--- config.mk ---
export PLATFORM = sky130hd
export DESIGN_NAME = affra_rem
export DESIGN_NICKNAME = d
export VERILOG_FILES = /design/src/hw/rtl/affra_pkg.sv /design/src/hw/rtl/affra_rem.sv
export SDC_FILE = /design/constraint.sdc
export NUM_CORES = 1
export LEC_CHECK = 0
export BUFFER_PORTS_ARGS = -buffer_cell sky130_fd_sc_hd__buf_4
export CAP_MARGIN = 25
export CORE_MARGIN = 2
export CORE_UTILIZATION = 45
export CTS_CLUSTER_SIZE = 8
export DETAILED_ROUTE_END_ITERATION = 12
export GPL_ROUTABILITY_DRIVEN = 0
export PLACE_DENSITY = 0.72
export SETUP_SLACK_MARGIN = 0.02
export SYNTH_ARGS = -nofsm -noshare
export SYNTH_HDL_FRONTEND = slang
export SYNTH_SLANG_ARGS = --single-unit
--- constraint.sdc ---
create_clock -name clock -period 4.3 [get_ports clock]
set_input_delay 0.43 -clock clock [delete_from_list [all_inputs] [get_ports clock]]
set_output_delay 0.43 -clock clock [all_outputs]
set_load 0.005 [all_outputs]
--- src/hw/rtl/affra_pkg.sv ---
// ----------------------------------------------------------------------------
// affra_pkg : shared types and constants of the range allocator
// Beat payloads, free-table entry layout and cell command codes.
// ----------------------------------------------------------------------------
package affra_pkg;

   localparam logic [31:0] HEAP_RESET = 32'hFFFF_FFFF;
   localparam int          REM_STEPS  = 32;

   // cell commands
   localparam logic [2:0] CELL_HOLD   = 3'd0;
   localparam logic [2:0] CELL_ROTATE = 3'd1;
   localparam logic [2:0] CELL_WRITE  = 3'd2;
   localparam logic [2:0] CELL_INSERT = 3'd3;
   localparam logic [2:0] CELL_REMOVE = 3'd4;
   localparam logic [2:0] CELL_INIT   = 3'd5;

   typedef struct packed {
      logic        operation;
      logic [31:0] length;
      logic [31:0] alignment;
      logic [31:0] base_offset;
   } req_type;

   typedef struct packed {
      logic [31:0] range_offset;
      logic [31:0] range_size;
      logic        failed;
   } rsp_type;

   typedef struct packed {
      logic        valid;
      logic [31:0] off;
      logic [32:0] size;
   } entry_type;

   typedef struct packed {
      logic [2:0]  op;
      logic [31:0] off;
      logic [32:0] size;
   } cell_cmd_type;

endpackage

--- src/hw/rtl/affra_rem.sv ---
// ----------------------------------------------------------------------------
// affra_rem : iterative remainder unit
// Restoring division, one bit a cycle; gives dividend mod divisor.
// ----------------------------------------------------------------------------
module affra_rem (
   input  logic        clock,
   input  logic        reset,
   input  logic        start_i,
   input  logic [31:0] dividend_i,
   input  logic [31:0] divisor_i,
   output logic        done_o,
   output logic [31:0] rem_o
);

   logic        active_ff, done_ff;
   logic [4:0]  step_ff;
   logic [31:0] quo_ff, rem_ff, dsr_ff;
   logic [32:0] trial;

   assign trial = {rem_ff, quo_ff[31]};

   always_ff @(posedge clock) begin
      if (reset) begin
         active_ff <= 1'b0;
         done_ff   <= 1'b0;
         step_ff   <= 5'd0;
      end else begin
         done_ff <= 1'b0;
         if (start_i) begin
            active_ff <= 1'b1;
            step_ff   <= 5'd0;
         end else if (active_ff) begin
            step_ff <= step_ff + 5'd1;
            if (step_ff == 5'(affra_pkg::REM_STEPS - 1)) begin
               active_ff <= 1'b0;
               done_ff   <= 1'b1;
            end
         end
      end
   end

   always_ff @(posedge clock) begin
      if (start_i) begin
         quo_ff <= dividend_i;
         rem_ff <= 32'd0;
         dsr_ff <= divisor_i;
      end else if (active_ff) begin
         quo_ff <= {quo_ff[30:0], 1'b0};
         if (trial >= {1'b0, dsr_ff}) rem_ff <= 32'(trial - {1'b0, dsr_ff});
         else rem_ff <= trial[31:0];
      end
   end

   assign done_o = done_ff;
   assign rem_o  = rem_ff;

endmodule

==> metrics.yaml <==
status: "completed"
ys_types: 64
diodes: 0
cts_resized: 0
ys.flop_type: "edfxtp_1"
via_per_inst: 5.39
critPathArrivalTime_ns: 3.61
tns_ns: 0
power.density_nw_per_um2: 380
rrSetupSlack_ns: 0.96
setup_violations: 0
hold_start: "reset"
syn_to_final_growth_pct: 20.1
synth-seq-area-share: 0.454
postSynthCellCount: 560
worst_slew_pin_slew_ns: 0.822
core_um2: 13100
grt_pass1_vias: 4594
syn_nets: 662
crit_required_ns: 4.57
die_h_um: 119
pre_cts_slack_ns: 0.966
period_minus_slack_ns: 3.34
hold_viol: 0
fillers: 1155
slew_violations: 0
dieArea_um2: 14200
synth_top_area_frac: 0.323
synthesis.area_um2: 5950
gr-usage-all-layers: 0.190
relSlewSlack: 0.452
critPathCaptureType: "register"
grt_overflow: 0
ys_seq_elements: 103
cts.clk_slew.worst_paths_ns: 0.08
cts_sinks: 103
tritoncts: "done"
fmax_mhz: 299
avgSynthCellArea_um2: 10.6
dp_hpwl_um: 9610
clock_path_buffers: 2
h-tree-depth: 3
hp-class: "in -> reg"
p_leak_nw: 3.22
cts_hold_buf: 0
whs_path_depth: 2
cp_max_fo: 5
crit_type: "reg -> reg"
rows: 42
finalWorstSetupSlack_ns: 0.958
start_util: 0.455
antenna_found_initial: 0
holdPathEnd: "active_ff"
die_w_um: 119
cts_made_buffers: 9
cts-root-buf: "clkbuf_16"
reg2reg_depth: 13
maxCapViolCount: 0
fin_skew_ns: 0.0128
postRouteAntennaNets: 0
first_iter_violations: 279
ys_warn_count: 0
portBuffers: 99
clkLatencyLatePin_ns: 0.36
worst_ir_drop_vdd_v: 0.000242
vias: 4471
post_cts_buffers: 0
grt_max_degree: 71
reg2reg_from: "quo_ff[31]"
synthTopCellsByArea: "edfxtp_1 32%, dfxtp_1 13%, ha_1 7.1%"
yosys.area.top_type: "edfxtp_1"
rsz0062_at_grt: "false"
r2r_end: "rem_o[28]"
start_kind: "register"
min_period_over_period: 0.777
synth_edf_count: 64
pin_count: 100
synthArstFlopShare: 0
avgRoutedWirePerCell_um: 15.8
grt_first_pass_wirelength_um: 21800
drt-total-wl_um: 13100
final_nets: 751
drc: 0
drt_first_pass_iters: 5
drive_gt1_frac: 0.265
## stage by stage
step	std cells	hold slack [ns]	instance area [um2]	utilization	power, mW
6_report	830	0.225	7150	0.547	2.72
5_1_grt	830	0.222	7150	0.547	2.86
4_1_cts	830	0.213	7150	0.547	2.74
3_5_place_dp	814	0.502	6850	0.524	1.91
3_3_place_gp	813	0.482	6830	0.522	1.89
2_1_floorplan	560	0.467	5950	-	1.70
## sequential cells by signal, indices dropped and copies added, names as in the netlist
register and cells:
dsr_ff 32, quo_ff 32, rem_o 32, step_ff 5
active_ff 1, done_o 1
## how the worst max path moves through the flow
stage               startpoint   endpoint  slack [ns]  depth (start not counted)
floorplan           quo_ff[31]  rem_o[28]        1.34                         13
global placement     dsr_ff[9]   rem_o[1]        1.06                         11
detailed placement    rem_o[8]   rem_o[1]        0.97                         10
CTS                  dsr_ff[9]   rem_o[7]        0.95                         11
global route        quo_ff[31]  rem_o[28]        0.70                         13
finish              quo_ff[31]  rem_o[28]        0.96                         13
## layout make-up
cell class | instances | area (um2) | area share
clock buffers | 9 | 225 | 0.0315
repair buffers | 105 | 808 | 0.113
multi-input cells | 385 | 2950 | 0.413
well taps | 176 | 220 | 0.0308
flip-flops and latches | 103 | 2700 | 0.378
clock inverters | 7 | 75.1 | 0.0105
inverters | 45 | 169 | 0.0236
## report_power, final
group	switching, mW	internal (mW)
registers	0.0565	1.14
logic	0.362	0.331
clock network	0.410	0.412
total	0.828	1.89
## cells by family after synthesis
| kind of cell | count (synthesis) | share of synthesized area |
|---|---|---|
| buf+inv | 72 | 0.0517 |
| fa+ha+maj | 35 | 0.0748 |
| flops | 103 | 0.454 |
| compound gates | 135 | 0.173 |
| xor+xnor | 29 | 0.0427 |
| simple gates | 130 | 0.104 |
| mux | 56 | 0.101 |
## cell usage after synthesis, drive strengths merged (11+ instances only)
master,number
edfxtp,64
nor2,48
inv,45
dfxtp,39
ha,34
mux2,32
a21oi,31
nand2,31
a211oi,27
mux2i,24
a21o,20
clkbuf,16
xor2,15
xnor2,14
o21ai,12
buf,11
## per-layer routing
layer | GRT usage | vias to the layer above | wire, um
li1 | - | 2235 | -
met1 | 0.248 | 2132 | 5890
met2 | 0.312 | 88 | 6460
met3 | 0.0445 | 16 | 588
met4 | 0.0618 | 0 | 202
met5 | 0 | - | 0
## worst max-delay path: stages (launching register included)
cell and delay [ns]:
edfxtp_1 0.39, inv_1 0.07, ha_1 0.17, inv_1 0.06, fa_1 0.42, a211oi_1 0.27
o21bai_1 0.13, a21oi_1 0.30, o41a_1 0.24, a31o_4 0.21, o31ai_1 0.11, or4_1 0.42
a31o_1 0.23, a311oi_2 0.23
## layout by cell type (no fill, tap or decap), types with 5 or more instances in the layout
cell         n
edfxtp_1    64
xor2_1      15
a31oi_1      5
mux2_2      32
inv_1       45
a21o_1      20
o21bai_1     5
and2_1       5
a21oi_1     28
a211oi_1    26
ha_1        34
o21ai_0     11
clkbuf_16    9
nand2_1     31
buf_4      104
xnor2_1     14
nand3_1      8
nor2b_1      5
mux2i_1     24
nor2_1      48
dfxtp_1     38
and3_1       9
Power figures use the tool's default switching activity.
