$ cat src/hw/rtl/affra_pkg.sv
// ----------------------------------------------------------------------------
// affra_pkg : shared types and constants of the range allocator
// Beat payloads, free-table entry layout and cell command codes.
// ----------------------------------------------------------------------------
package affra_pkg;

   localparam logic [31:0] HEAP_RESET = 32'hFFFF_FFFF;
   localparam int          REM_STEPS  = 32;

   // cell commands
   localparam logic [2:0] CELL_HOLD   = 3'd0;
   localparam logic [2:0] CELL_ROTATE = 3'd1;
   localparam logic [2:0] CELL_WRITE  = 3'd2;
   localparam logic [2:0] CELL_INSERT = 3'd3;
   localparam logic [2:0] CELL_REMOVE = 3'd4;
   localparam logic [2:0] CELL_INIT   = 3'd5;

   typedef struct packed {
      logic        operation;
      logic [31:0] length;
      logic [31:0] alignment;
      logic [31:0] base_offset;
   } req_type;

   typedef struct packed {
      logic [31:0] range_offset;
      logic [31:0] range_size;
      logic        failed;
   } rsp_type;

   typedef struct packed {
      logic        valid;
      logic [31:0] off;
      logic [32:0] size;
   } entry_type;

   typedef struct packed {
      logic [2:0]  op;
      logic [31:0] off;
      logic [32:0] size;
   } cell_cmd_type;

endpackage

$ cat src/hw/rtl/affra_cell.sv
// ----------------------------------------------------------------------------
// affra_cell : one free-table entry
// Holds one range; rotates, shifts or loads under a broadcast command.
// ----------------------------------------------------------------------------
module affra_cell #(
   parameter int IDX_W = 6,
   parameter int IDX   = 0
) (
   input  logic                     clock,
   input  logic                     reset,
   input  affra_pkg::cell_cmd_type  cmd_i,
   input  logic [IDX_W-1:0]         idx_i,
   input  affra_pkg::entry_type     left_i,
   input  affra_pkg::entry_type     right_i,
   output affra_pkg::entry_type     ent_o
);

   localparam logic [IDX_W-1:0] MY = IDX_W'(IDX);

   affra_pkg::entry_type ent_ff, ent_in, new_ent;

   assign new_ent = '{valid: 1'b1, off: cmd_i.off, size: cmd_i.size};

   always_comb begin
      ent_in = ent_ff;
      case (cmd_i.op)
         affra_pkg::CELL_ROTATE: ent_in = right_i;
         affra_pkg::CELL_WRITE: begin
            if (idx_i == MY) ent_in = new_ent;
         end
         affra_pkg::CELL_INSERT: begin
            if (idx_i == MY) ent_in = new_ent;
            else if (MY > idx_i) ent_in = left_i;
         end
         affra_pkg::CELL_REMOVE: begin
            if (MY >= idx_i) ent_in = right_i;
         end
         affra_pkg::CELL_INIT: begin
            if (IDX == 0) ent_in = '{valid: (cmd_i.size != 33'd0), off: cmd_i.off,
                                     size: cmd_i.size};
            else ent_in = '0;
         end
         default: ent_in = ent_ff;
      endcase
   end

   always_ff @(posedge clock) begin
      if (reset) begin
         ent_ff.valid <= (IDX == 0);
         ent_ff.off   <= 32'd0;
         ent_ff.size  <= {1'b0, affra_pkg::HEAP_RESET};
      end else begin
         ent_ff <= ent_in;
      end
   end

   assign ent_o = ent_ff;

endmodule

$ cat config.mk
export PLATFORM = sky130hd
export DESIGN_NAME = affra_cell
export DESIGN_NICKNAME = d
export VERILOG_FILES = /design/src/hw/rtl/affra_pkg.sv /design/src/hw/rtl/affra_cell.sv
export SDC_FILE = /design/constraint.sdc
export NUM_CORES = 1
export LEC_CHECK = 0
export BUFFER_PORTS_ARGS = -buffer_cell sky130_fd_sc_hd__clkbuf_2
export CORE_MARGIN = 10
export CORE_UTILIZATION = 33
export DETAILED_ROUTE_END_ITERATION = 10
export GPL_ROUTABILITY_DRIVEN = 0
export GPL_TIMING_DRIVEN = 0
export PLACE_DENSITY = 0.63
export SYNTH_ARGS = -nofsm -noshare
export SYNTH_HDL_FRONTEND = slang
export SYNTH_SLANG_ARGS = --single-unit
$ cat constraint.sdc
create_clock -name clock -period 1.95 [get_ports clock]
set_clock_uncertainty 0.1 [all_clocks]
set_input_delay 0.2925 -clock clock [delete_from_list [all_inputs] [get_ports clock]]
set_output_delay 0.2925 -clock clock [all_outputs]
set_load 0.03 [all_outputs]
==> results.json, run 1 <==
{
  "yosys_warnings": 0,
  "end_kind": "flop",
  "grt_max_degree": 11,
  "netlist_top_cells_area": "dfxtp_1 (29%), mux2_2 (7.8%), a32o_1 (7.3%)",
  "worst_pin_slew_ns": 0.701,
  "cp-start-kind": "primary input",
  "ff2ff_path_depth": 2,
  "synth.distinct_cells": 33,
  "synth-edff-count": 0,
  "p_leak_nw": 2.77,
  "dieWidth_um": 137,
  "placed_area_um2": 5930,
  "clock-sinks": 66,
  "area_growth_pct": 38.5,
  "place_ws_ns": -0.172,
  "drive_above_1_share": 0.448,
  "grt_overflow": 0,
  "antenna_found_initial": 0,
  "final_cell_mix": "clkbuf_2 (243), dfxtp_1 (66), clkbuf_1 (36), inv_1 (34)",
  "r2r-start": "ent_o[21]",
  "dieArea_um2": 18700,
  "grt_pass1_vias": 5558,
  "die_y_um": 137,
  "finalNetCount": 948,
  "cts_buffers": 9,
  "dp_hpwl_mm": 15.9,
  "cts.clk_slew.worst_paths_ns": 0.06,
  "critical_path_class": "in2reg",
  "syn-mean-instance-area_um2": 9.23,
  "synthFlopType": "dfxtp_1",
  "routed_via_density": 5.85,
  "rows": 42,
  "ios": 274,
  "min_path_type": "in2reg",
  "cp_max_fo": 10,
  "clk_path_buf_depth": 2,
  "wirelength_mm": 20.0,
  "antenna_cells": 0,
  "yosys.area.top_type_share": 0.293,
  "track_usage": 0.204,
  "async_flop_share": 0,
  "finalCriticalPeriod_ns": 1.80,
  "powerDensity_nw_per_um2": 698,
  "slew_headroom": 0.532,
  "post-route-util": 0.469,
  "status": "finished, final reports clean",
  "layout_commonest_cell": "clkbuf_2",
  "final_cell_area_um2": 6240,
  "fin_ws_ns": 0.153,
  "crit_required_ns": 2.09,
  "syn_nets": 696,
  "clock_insertion_delay_worst_skew_ns": 0.33,
  "setup_viol": 0,
  "largest_reg_flops": 66,
  "port_buffers": 241,
  "tritoncts": "done",
  "cp.arrival_ns": 1.94,
  "ir_worst_vdd_mv": 0.330,
  "wl_per_cell_um": 21.7,
  "yosysTopAreaCell": "dfxtp_1",
  "ys_seq_area_frac": 0.293,
  "ctsHtreeMaxLevel": 3,
  "netlist_area_um2": 4500,
  "vias": 5382,
  "r2r_setup_slack_ns": 1.00,
  "period_share": 0.921,
  "first_iter_violations": 375,
  "core_um2": 13300,
  "drt_pre_antenna_iters": 5,
  "grt_setup_unrepaired": "false",
  "ys_ff_latch": 66,
  "timing.fmax_mhz": 557,
  "drc": 0,
  "r2r_end": "ent_o[21]",
  "final-max-slew-violation-count": 0,
  "synthCells": 488,
  "initial_core_util": 0.339,
  "antenna_left": 0,
  "final_hold_viol_count": 0,
  "power_w": 0.00435,
  "ctsRootBufferMaster": "clkbuf_16",
  "cp-startpoint": "cmd_i[66]",
  "cap_violations": 0,
  "cp-endpoint": "ent_o[18]",
  "grt_pass1_wl_mm": 30.6
}
where the power goes:
group | switching, W | internal, W | leakage, nW | total [W]
Sequential | 0.0000577 | 0.00145 | 0.544 | 0.00150
Combinational | 0.000690 | 0.000465 | 2.07 | 0.00116
Clock | 0.000608 | 0.00109 | 0.152 | 0.00169
how the worst min path moves through the flow:
stage / from / end / slack (ns) / cells after the start
4_1_cts: cmd_i[51] / ent_o[51] / 0.17 / 3
3_5_place_dp: ent_o[38] / ent_o[38] / 0.37 / 2
6_report: cmd_i[51] / ent_o[51] / 0.18 / 3
5_1_grt: cmd_i[37] / ent_o[37] / 0.20 / 3
2_1_floorplan: cmd_i[32] / ent_o[32] / 0.39 / 2
3_3_place_gp: ent_o[62] / ent_o[62] / 0.37 / 2
routing by layer:
metal	global-route usage	share of wire	vias to the layer above
li1	-	-	2489
met1	0.237	0.40	2574
met3	0.0704	0.12	17
met5	0	0	-
met4	0.0568	0.0098	0
met2	0.348	0.47	302
area by class of cell:
type / count / area (um2)
plain buffers: 63 / 304
clock buffers: 13 / 270
clock inverters: 2 / 35.0
fillers: 1357 / 7060
inverters: 35 / 131
multi-input cells: 324 / 2750
flip-flops and latches: 66 / 1320
well taps: 176 / 220
repair buffers: 241 / 1210
synthesized netlist by cell type (16+ instances only):
master / n
a21oi_1: 31
dfxtp_1: 66
buf_2: 16
clkbuf_1: 37
inv_1: 34
a22oi_1: 31
nand3_1: 32
o32ai_1: 33
mux2_2: 31
o221ai_2: 20
o211ai_1: 31
mux2i_1: 33
a32o_1: 33
what timing repair did:
action	in CTS	in global routing
setup buffers	0	0
endpoints found under the setup margin	0	18
gates resized for setup	0	4
endpoints found under the hold margin	0	0
hold buffers	0	0
critical path: stages:
cell and delay (ns):
clkbuf_2 0.15, nor2b_1 0.15, buf_2 0.16, o211ai_2 0.27
buf_2 0.36, buf_2 0.29, nand3_1 0.11, o211ai_1 0.15
through the flow:
stage / instances / hold WS (ns) / TNS [ns]
6_report: 920 / 0.182 / 0
5_1_grt: 920 / 0.196 / 0
4_1_cts: 920 / 0.168 / 0
3_5_place_dp: 905 / 0.371 / -7.02
3_3_place_gp: 905 / 0.366 / -5.74
2_1_floorplan: 488 / 0.386 / 0
logic make-up after synthesis:
| logic type | count (synthesis) | synth area share |
|---|---|---|
| AO/OA/AOI/OAI | 202 | 0.386 |
| AND/OR/NAND/NOR | 58 | 0.0739 |
| flip-flops | 66 | 0.293 |
| buffers and inverters | 98 | 0.0961 |
| multiplexers | 64 | 0.151 |
(Power assumes the default switching activity.)
==> run 2: changes to the inputs <==
BUFFER_PORTS_ARGS = default   (was -buffer_cell sky130_fd_sc_hd__clkbuf_2)
CORE_UTILIZATION = 50   (was 33)
DONT_BUFFER_PORTS = 1   (was default)
PLACE_DENSITY = 0.67   (was 0.63)
clock period = 1.55 ns   (was 1.95 ns; I/O delays follow)
==> run 2 against run 1 <==
  * Sequential cell count unchanged
  * Cell area decreased by 14%
  * Register-to-register slack got worse by 0.57 ns
  * Sequential share of layout area increased by 3.4 points
  * Critical path depth decreased by 3
  * Cell count decreased by 28%
  * Combinational power decreased by 21%
  * Hold slack got worse by 0.17 ns
  * Die area decreased by 29%
  * Non-clock buffer count decreased by 188
  * First-iteration DRC count increased by 54%
  * Sequential power increased by 43%
  * Critical path type unchanged
  * Largest cell class unchanged
==> results.json, run 2 (synthesized netlist as in run 1, its figures left out) <==
{
  "timing.fmax_mhz": 660,
  "cp-start-kind": "primary input",
  "path_buf_inv": 2,
  "antenna_left": 0,
  "clock_insertion_delay_worst_skew_ns": 0.34,
  "cp_max_fo": 10,
  "die_y_um": 115,
  "ctsRootBufferMaster": "clkbuf_8",
  "clock-sinks": 66,
  "grt_pass1_vias": 4833,
  "cts_buffers": 9,
  "core_um2": 8760,
  "layout_commonest_cell": "dfxtp_1",
  "powerDensity_nw_per_um2": 856,
  "fillCellCount": 782,
  "area_growth_pct": 19.4,
  "port_buffers": 0,
  "track_usage": 0.259,
  "critPathMaxStageDelay_ns": 0.57,
  "crit_chain": "buf_6, clkbuf_1, mux2_2, a21oi_1, o211ai_1",
  "period_share": 0.977,
  "wl_per_cell_um": 27.7,
  "ff2ff_path_depth": 2,
  "r2r-start": "ent_o[45]",
  "drt_pre_antenna_iters": 6,
  "initial_core_util": 0.514,
  "slew_headroom": 0.506,
  "ir_worst_vdd_mv": 0.383,
  "path_depth": 5,
  "final-max-slew-violation-count": 0,
  "min_path_type": "in2reg",
  "cap_violations": 0,
  "dieArea_um2": 13200,
  "final_cell_mix": "dfxtp_1 (66), dlygate4sd3_1 (53), clkbuf_1 (34), inv_1 (34)",
  "place_ws_ns": -0.358,
  "routed_via_density": 7.03,
  "grt_pass1_wl_mm": 27.9,
  "grt_overflow": 0,
  "antenna_found_initial": 0,
  "drc": 0,
  "end_kind": "flop",
  "first_iter_violations": 576,
  "drive_above_1_share": 0.172,
  "cp-startpoint": "cmd_i[67]",
  "post-route-util": 0.614,
  "vias": 4674,
  "grt_setup_unrepaired": "false",
  "dp_hpwl_mm": 13.4,
  "final_hold_viol_count": 0,
  "rows": 34,
  "crit_slowest_cell": "clkbuf_1",
  "cp_top_family": "buffers and inverters",
  "ios": 274,
  "tritoncts": "done",
  "worst_pin_slew_ns": 0.741,
  "finalNetCount": 760,
  "largest_reg_flops": 66,
  "finalCriticalPeriod_ns": 1.52,
  "clk_path_buf_depth": 2,
  "hp-start": "right_i[18]",
  "grt_max_degree": 12,
  "finalSetupTns_ns": 0,
  "cts.clk_slew.worst_paths_ns": 0.08,
  "wirelength_mm": 18.4,
  "crit_required_ns": 1.65,
  "antenna_cells": 0,
  "hold_depth": 2,
  "fin_ws_ns": 0.0349,
  "setup_viol": 0,
  "p_leak_nw": 1.95,
  "critical_path_class": "in2reg",
  "cp.arrival_ns": 1.62,
  "dieWidth_um": 115,
  "status": "finished, final reports clean",
  "ctsHtreeMaxLevel": 3
}
## run 2: cell types whose count changed in the layout (fill, tap and decap cells not counted), moves of 2 or more
cell | previous run | this run
clkbuf_8 | 3 | 11
dlygate4sd3_1 | 0 | 53
clkbuf_1 | 36 | 34
clkinv_2 | 1 | 3
clkbuf_16 | 9 | 0
clkbuf_2 | 243 | 4
## run 2: final timing paths
kind | end | slack (ns)
hold reg to reg | ent_o[53] | 0.53
setup reg to reg | ent_o[45] | 0.43
setup / recovery | ent_o[27] | 0.03
hold / removal | ent_o[18] | 0.02
## run 2: what timing repair did
item | 4_1_cts | 5_1_grt
resized for setup | 0 | 7
hold endpoints to repair | 36 | 1
hold buffers | 52 | 1
setup endpoints to repair | 0 | 29
setup buffers | 0 | 0
## run 2: layout make-up
cell class	count	area [um2]	share of cell area
multi-input combinational	324	2750	0.511
sequential	66	1320	0.246
timing repair buffer	53	531	0.0986
buffer	63	307	0.0570
clock buffer	11	151	0.0281
tap	108	135	0.0251
inverter	35	131	0.0244
clock inverter	5	52.6	0.00977
## run 2: layer usage
| metal | GRT usage | wire [um] |
|---|---|---|
| met4 | 0.0652 | 248 |
| met3 | 0.121 | 2600 |
| met2 | 0.429 | 8880 |
| met1 | 0.295 | 6680 |
| met5 | 0 | 0 |
## run 2: stage by stage
stage | cells | hold slack [ns] | cell area (um2) | total power [W]
CTS | 664 | 0.00000580 | 5360 | 0.00461
floorplan | 488 | 0.326 | 4500 | 0.00277
detailed placement | 596 | 0.337 | 4640 | 0.00295
global route | 665 | 0.000398 | 5380 | 0.00479
finish | 665 | 0.0167 | 5380 | 0.00460
global placement | 596 | 0.329 | 4640 | 0.00293
## run 2: power by group
group | total [W] | leakage, nW | internal [W] | switching [W]
Sequential | 0.00214 | 0.544 | 0.00181 | 0.000331
Combinational | 0.000911 | 1.30 | 0.000448 | 0.000463
Clock | 0.00155 | 0.105 | 0.000823 | 0.000723
Total | 0.00460 | 1.95 | 0.00309 | 0.00152
==> run 3: changes to the inputs <==
ABC_AREA = 1   (was default)
==> run 3 against run 2 <==
  * Core utilization is 3.0 points lower
  * Non-clock buffer count is 19 lower
  * Sequential power hardly changed
  * Clock power is 8% higher
  * Critical endpoint is now ent_o[46]
  * Largest cell class unchanged
  * Highest routed layer unchanged
==> results.json, run 3 <==
{
  "core_um2": 10300,
  "vias": 6060,
  "wirelength_mm": 20.4,
  "crit_slowest_cell": "buf_4",
  "final_cell_area_um2": 6000,
  "clock_insertion_delay_worst_skew_ns": 0.36,
  "drc": 0,
  "end_kind": "flop",
  "netlist_top_cells_area": "nand2_1 (36%), dfxtp_1 (25%), nor2_1 (11%)",
  "dieArea_um2": 14900,
  "cp.arrival_ns": 1.59,
  "fillCellCount": 1153,
  "finalNonFillerCells": 1222,
  "layout_commonest_cell": "nand2_1",
  "synth_most_common_cell": "nand2_1",
  "crit_top_cell": "nor2_1",
  "r2r_setup_slack_ns": 0.56,
  "p_leak_nw": 3.25,
  "drive_above_1_share": 0.0479,
  "crit_required_ns": 1.71,
  "crit_chain": "nor2_1, nand3_4, inv_4, nand2_1, nand2_2, buf_4, buf_4, nand2_1, nor2_1, nor2_1",
  "ys_ff_latch": 66,
  "ios": 274,
  "period_share": 0.926,
  "antenna_cells": 0,
  "grt_setup_unrepaired": "false",
  "netlist_area_um2": 5230,
  "tritoncts": "done",
  "syn_nets": 1241,
  "synth_common_cells": "nand2_1 (497), nor2_1 (155), nand3_1 (99)",
  "synth-edff-count": 0,
  "first_iter_violations": 493,
  "slew_headroom": 0.603,
  "track_usage": 0.264,
  "ctsHtreeMaxLevel": 3,
  "powerDensity_nw_per_um2": 801,
  "dp_cells": 1169,
  "cts_buffers": 9,
  "drt_pre_antenna_iters": 5,
  "finalCriticalPeriod_ns": 1.43,
  "grt_pass1_wl_mm": 31.2,
  "antenna_left": 0,
  "cp_max_fo": 10,
  "async_flop_share": 0,
  "synthCells": 1033,
  "antenna_found_initial": 0,
  "ys_seq_area_frac": 0.253,
  "min_path_type": "in2reg",
  "ctsRootBufferMaster": "clkbuf_8",
  "port_buffers": 0,
  "synthFlopType": "dfxtp_1",
  "status": "finished, final reports clean",
  "setup_viol": 0,
  "yosys_warnings": 0,
  "finalNetCount": 1289,
  "cts.clk_slew.worst_paths_ns": 0.08,
  "critPathMaxStageDelay_ns": 0.20,
  "worst_pin_slew_ns": 0.596,
  "cap_violations": 0,
  "final_hold_viol_count": 0,
  "initial_core_util": 0.509,
  "post_cts_buffers": 0,
  "routed_via_density": 4.96,
  "grt_max_degree": 12,
  "placed_area_um2": 5400,
  "clock-sinks": 66,
  "timing.fmax_mhz": 697,
  "clk_path_buf_depth": 2,
  "area_growth_pct": 14.8,
  "largest_reg_flops": 66,
  "final_cell_mix": "nand2_1 (497), nor2_1 (154), nand3_1 (99), inv_1 (97), dfxtp_1 (66)",
  "grt_overflow": 0,
  "die_y_um": 122,
  "dieWidth_um": 122,
  "critical_path_class": "in2reg",
  "dp_hpwl_mm": 15.7,
  "wl_per_cell_um": 16.7,
  "final-max-slew-violation-count": 0,
  "cp-start-kind": "primary input",
  "synth.distinct_cells": 18,
  "grt_pass1_vias": 5809,
  "ir_worst_vdd_mv": 0.597,
  "yosysTopAreaCell": "nand2_1",
  "syn-mean-instance-area_um2": 5.06,
  "yosys.area.top_type_share": 0.357,
  "rows": 37
}
-- run 3: cell types whose count changed in the layout (fill, tap and decap cells not counted), sizes merged, moves of 33 or more --
cell,before,now
nand2,3,498
nor2,3,156
nand3,32,100
inv,34,100
o21ai,0,38
a32o,33,0
mux2i,33,0
o221ai,33,0
o32ai,33,0
-- run 3: cell type report --
| class | count | area, um2 | share of cell area |
|---|---|---|---|
| well taps | 136 | 170 | 0.0284 |
| clock inverters | 5 | 77.6 | 0.0129 |
| flip-flops and latches | 66 | 1320 | 0.220 |
| plain buffers | 60 | 312 | 0.0519 |
| inverters | 112 | 423 | 0.0705 |
| repair buffers | 37 | 370 | 0.0617 |
| multi-input cells | 795 | 3180 | 0.531 |
| clock buffers | 11 | 141 | 0.0236 |
-- run 3: per-layer routing --
metal / up-vias / wire length, um / track usage / share of wire
li1: 3183 / - / - / -
met1: 2545 / 7700 / 0.295 / 0.38
met2: 293 / 9560 / 0.440 / 0.47
met3: 39 / 2610 / 0.103 / 0.13
met4: 0 / 575 / 0.111 / 0.028
met5: - / 0 / 0 / 0
-- run 3: cell families after synthesis --
family | after synthesis | synth area share
compound gates | 38 | 0.0364
buf+inv | 172 | 0.140
flops | 66 | 0.253
simple gates | 757 | 0.571
-- run 3: final timing paths --
path,start,endpoint,cells past startpoint
worst min register to register,ent_o[61],ent_o[61],2
worst min-delay path,right_i[52],ent_o[52],4
worst max register to register,ent_o[14],ent_o[14],4
worst max-delay path,idx_i[0],ent_o[46],10
-- run 3: power by group --
part,internal (W),switching (W)
clock network,0.000945,0.000731
logic,0.000387,0.000572
registers,0.00182,0.000349
-- run 3: worst max-delay path, delay by kind of cell --
family                 cells  cell delay (ns)
and+or+nand+nor            7             0.80
buffers and inverters      3             0.54
-- run 3: metrics by stage --
step	util	power [W]	hold WS [ns]	setup TNS, ns	worst slack (ns)
floorplan	-	0.00287	0.342	0	0.120
global placement	0.525	0.00308	0.354	-16.34	-0.380
detailed placement	0.525	0.00308	0.354	-18.01	-0.384
CTS	0.583	0.00482	0.000683	0	0.0163
global route	0.584	0.00505	0.0112	0	0.00834
finish	0.584	0.00481	0.000572	0	0.115
-- run 3: what timing repair did --
action,4_1_cts,5_1_grt
pin swaps,0,1
endpoints found under the hold margin,37,0
hold buffers,37,0
endpoints found under the setup margin,1,38
gates resized for setup,1,2
